## src/rtl/dotr_pkg.sv

```systemverilog
// Shared constants, codes and widths for the depth-only triangle rasterizer.
package dotr_pkg;

    localparam int MAX_SIDE_DEF   = 256;
    localparam int DEPTH_BITS_DEF = 24;

    localparam int CFG_W     = 9;
    localparam int CFG_IDX_W = 1;
    localparam logic [CFG_IDX_W-1:0] REG_MAP_WIDTH  = 1'b0;
    localparam logic [CFG_IDX_W-1:0] REG_MAP_HEIGHT = 1'b1;

    localparam logic [1:0] FUNC_DRAW  = 2'd0;
    localparam logic [1:0] FUNC_READ  = 2'd1;
    localparam logic [1:0] FUNC_CLEAR = 2'd2;

    localparam logic [1:0] STAT_OK      = 2'd0;
    localparam logic [1:0] STAT_DEGEN   = 2'd1;
    localparam logic [1:0] STAT_OUTSIDE = 2'd2;

    localparam int COORD_W = 16;
    localparam int Z_W     = 24;
    localparam int RXY_W   = 8;
    localparam int CNT_W   = 17;

    localparam int PW     = 14;
    localparam int PXW    = PW + 5;
    localparam int EW     = 40;
    localparam int HALF_W = 18;
    localparam int PRODW  = HALF_W + 1 + Z_W;
    localparam int ACC_W  = 64;
    localparam int NUM_W  = ACC_W - 1;
    localparam int DEN_W  = 2 * HALF_W;

endpackage

```

## src/rtl/dotr_div.sv

```systemverilog
// Restoring unsigned divider that resolves one quotient bit per cycle.
module dotr_div (
    input  logic                        aclk,
    input  logic                        aresetn,
    input  logic                        start,
    input  logic [dotr_pkg::NUM_W-1:0]  dividend,
    input  logic [dotr_pkg::DEN_W-1:0]  divisor,
    output logic                        busy,
    output logic                        done,
    output logic [dotr_pkg::NUM_W-1:0]  quotient,
    output logic                        rem_nz
);

    localparam int NW = dotr_pkg::NUM_W;
    localparam int DW = dotr_pkg::DEN_W;
    localparam int CW = $clog2(NW + 1);

    logic [DW:0]   rem_reg;
    logic [NW-1:0] quo_reg;
    logic [DW-1:0] den_reg;
    logic [CW-1:0] cnt_reg;
    logic          busy_reg;
    logic          done_reg;

    logic [DW:0]   shifted;
    logic          ge;
    logic [DW:0]   rem_next;

    always_comb begin
        shifted  = {rem_reg[DW-1:0], quo_reg[NW-1]};
        ge       = shifted >= {1'b0, den_reg};
        rem_next = ge ? (shifted - {1'b0, den_reg}) : shifted;
    end

    always_ff @(posedge aclk) begin
        if (!aresetn) begin
            busy_reg <= 1'b0;
            done_reg <= 1'b0;
            cnt_reg  <= '0;
        end else begin
            done_reg <= 1'b0;
            if (start) begin
                rem_reg  <= '0;
                quo_reg  <= dividend;
                den_reg  <= divisor;
                cnt_reg  <= CW'(NW);
                busy_reg <= 1'b1;
            end else if (busy_reg) begin
                rem_reg <= rem_next;
                quo_reg <= {quo_reg[NW-2:0], ge};
                cnt_reg <= cnt_reg - CW'(1);
                if (cnt_reg == CW'(1)) begin
                    busy_reg <= 1'b0;
                    done_reg <= 1'b1;
                end
            end
        end
    end

    assign busy     = busy_reg;
    assign done     = done_reg;
    assign quotient = quo_reg;
    assign rem_nz   = |rem_reg;

endmodule
```

## config.mk

```make
export PLATFORM = sky130hd
export DESIGN_NAME = dotr_div
export DESIGN_NICKNAME = d
export VERILOG_FILES = /design/src/rtl/dotr_pkg.sv /design/src/rtl/dotr_div.sv
export SDC_FILE = /design/constraint.sdc
export NUM_CORES = 1
export LEC_CHECK = 0
export ABC_CLOCK_PERIOD_IN_PS = 6100
export CORE_MARGIN = 2
export CORE_UTILIZATION = 55
export CTS_BUF_LIST = sky130_fd_sc_hd__clkbuf_8
export DETAILED_ROUTE_END_ITERATION = 7
export DONT_BUFFER_PORTS = 1
export PLACE_DENSITY = 0.67
export SETUP_SLACK_MARGIN = 0.02
export SLEW_MARGIN = 10
export SYNTH_ARGS = -nofsm -noshare
export SYNTH_HDL_FRONTEND = slang
export SYNTH_SLANG_ARGS = --single-unit
```

## constraint.sdc

```tcl
create_clock -name aclk -period 6.1 [get_ports aclk]
set_clock_uncertainty 0.1 [all_clocks]
set_input_delay 0.305 -clock aclk [delete_from_list [all_inputs] [get_ports aclk]]
set_output_delay 0.305 -clock aclk [all_outputs]
set_load 0.02 [all_outputs]
```

==> impl_metrics.tcl <==
set metrics [dict create \
    setup_ws_ns 2.30 \
    syn_inst 703 \
    hold_slack_ns 0.0398 \
    core_mm2 0.0145 \
    final_cell_mix "edfxtp_1 (136), dlygate4sd3_1 (100), mux2_2 (62), nor2_1 (56), inv_1 (51)" \
    syn2layout_area_growth_pct 18.3 \
    nFillCells 1087 \
    multi_input_area_mm2 0.00359 \
    crit_type "register to register" \
    p_int_w 0.00185 \
    yosysTopAreaCell "edfxtp_1" \
    diodes 0 \
    fp.dieArea_mm2 0.0158 \
    synthTopCellsByArea "edfxtp_1 (50%), mux2_2 (8.6%), ha_1 (5.8%), a21oi_1 (2.7%), nor2_1 (2.6%)" \
    fmax_mhz 263 \
    drcViolationCount 0 \
    cts_tree "done" \
    syn_nets 844 \
    switchingPower_w 0.000848 \
    routed_via_density 5.89 \
    min_path_type "input port to register" \
    route.antenna.remaining_nets 0 \
    hold_viol 0 \
    synth-warning-count 0 \
    synth_xor_area_share_pct 3.75 \
    crit_path_start_kind "register" \
    share_comb_of_total_power_pct 24.8 \
    wl_per_cell_um 19.0 \
    synth_edf_count 136 \
    overflow 0 \
    status "finished clean" \
    p_leak_nw 3.78 \
    worst_slew_pin_slew_ns 1.20 \
    p_seq_share_pct 47.4 \
    fp.dieW_um 126 \
    pre_cts_ws_ns 2.30 \
    port_buffers 0 \
    end_kind "register" \
    synth_seq_area_share_pct 52.0 \
    ys.flop_type "edfxtp_1" \
    ir_drop_mv 0.239 \
    max_slew_margin_pct 19.7 \
    via_count 5798 \
    synth_compound_area_share_pct 13.3 \
    grt_usage_pct 23.9 \
    pwr_density_cell_mw_per_mm2 280 \
    syn_avg_cell_area_um2 11.6 \
    route.final.wire_length_mm 18.7 \
    drv_cap 0 \
    grt_pass1_vias 5872 \
    initial_core_util_pct 56.2 \
    cts.repair.resized 0 \
    regArea_mm2 0.00424 \
    layout_commonest_cell "edfxtp_1" \
    setup_viol 0 \
    yosysTopAreaCellShare_pct 50.0 \
    firstDrtPassIters 5 \
    io_pins 168 \
    row_count 44 \
    drtIter0Drc 336 \
    hpwl_mm 11.9 \
    synth_mux_area_share_pct 11.0 \
    finalMaxSlewViolations 0 \
    finalCriticalPeriod_ns 3.80 \
    grt_max_degree 104 \
    cts_root_buf "clkbuf_8" \
    cp.required_ns 6.22 \
    largest_reg_flops 63 \
    grt_pass1_wl_mm 29.9 \
    yosys.area_share.simple_pct 9.76 \
    finalCritPeriodShare_pct 62.3 \
    clock-sinks 144 \
    synthArstFlopShare_pct 0 \
    yosysUniqueCellTypes 62 \
    synth_area_mm2 0.00817 \
    nets 930 \
    htreeDepth 4 \
    p_sw_share_pct 31.4 \
    cp_data_arrival_time_ns 3.92 \
    cts_buffers 17 \
    clockBufferDepth 2 \
    gp_congestion 0.933 \
    clk_latency_ns 0.45 \
    clockPowerShare_pct 27.8 \
    drive_above_1_share_pct 14.1 \
    setup_tns_ns 0 \
    synthAdderAreaFrac_pct 6.07 \
    synth_top_family_by_area "compound AO/OA/AOI/OAI gates" \
    die_y_um 126 \
    path_max_fanout 50 \
    ys_ff_latch 144 \
    rsz0062_at_grt "no" \
    path_clk_slew_ns 0.09 \
    antenna_found_initial 0 \
    post_cts_buffers 0 \
]
==> power by group through the flow <==
stage               sequential, W  combinational [W]  clock [W]
finish                    0.00128           0.000671   0.000751
detailed placement        0.00130           0.000595          0
CTS                       0.00128           0.000664   0.000761
global placement          0.00130           0.000585          0
floorplan                 0.00128           0.000508          0
global route              0.00129           0.000744   0.000803
==> critical path: stages (launching register included) <==
cell and delay, ns:
edfxtp_1 0.43, ha_1 0.39, a21o_1 0.19, a211o_1 0.24, nor3b_2 0.26, o2111ai_1 0.20, nand3_1 0.16, a21oi_1 0.08
a2111o_2 0.91, nor2b_1 0.37, a32o_1 0.23
==> per-layer routing <==
metal | routed length, um | vias to the layer above | GRT usage [%]
met5 | 0 | - | 0
met4 | 320 | 0 | 8.40
met3 | 1270 | 29 | 6.80
met2 | 9250 | 222 | 39.7
met1 | 7910 | 2764 | 30.4
li1 | - | 2783 | -
==> final cells by class <==
cell class                      count  area share (%)
Clock buffer                       17            2.42
Sequential cell                   144            43.9
Inverter                           49            1.90
Timing Repair Buffer              102            10.7
Tap cell                          184            2.38
Multi-Input combinational cell    475            37.2
Clock inverter                     14            1.45
==> cells in the mapped netlist, drive strengths merged, types with 4 or more instances <==
master / number
a211oi: 14
a21o: 26
a21oi: 45
a31oi: 5
and3: 6
buf: 11
clkbuf: 24
dfxtp: 8
edfxtp: 136
ha: 38
inv: 49
mux2: 62
mux2i: 20
nand2: 29
nand2b: 6
nand3: 16
nand4: 8
nor2: 56
nor2b: 4
nor3: 10
nor4: 9
o211ai: 8
o21a: 11
o21ai: 23
xnor2: 19
xor2: 16
==> path summary, 6_finish.rpt <==
check	from	endpoint	slack, ns	cells past startpoint
max	rem_reg[7]$_SDFFCE_PP0P_	rem_reg[32]$_SDFFCE_PP0P_	2.30	10
max reg2reg	rem_reg[7]$_SDFFCE_PP0P_	rem_reg[32]$_SDFFCE_PP0P_	2.30	10
min	start	quotient[0]$_DFFE_PP_	0.04	2
min reg2reg	cnt_reg[5]$_SDFFE_PN0N_	cnt_reg[5]$_SDFFE_PN0N_	0.50	2
==> logic make-up (layout without fill, tap and decap cells) <==
kind of cell	after synthesis	after routing
muxes	82	82
DFF	144	144
buffers and inverters	84	182
xor gates and xnor gates	35	35
and+or+nand+nor	162	162
adders and majority gates	39	39
AOI/OAI and AO/OA	157	157
==> what timing repair did <==
item,4_1_cts,5_1_grt
endpoints found under the setup margin,0,0
endpoints found under the hold margin,139,0
hold buffers,101,0
==> through the flow <==
stage	instances	util, %	power [W]	instance area [um^2]
final	985	66.5	0.00270	9660
after global routing	985	66.5	0.00284	9660
after CTS	985	66.5	0.00270	9660
after detailed placement	853	56.8	0.00190	8260
after global placement	853	56.8	0.00188	8260
after floorplan	703	-	0.00179	8170
No activity file was read; power rests on OpenSTA's default activity.
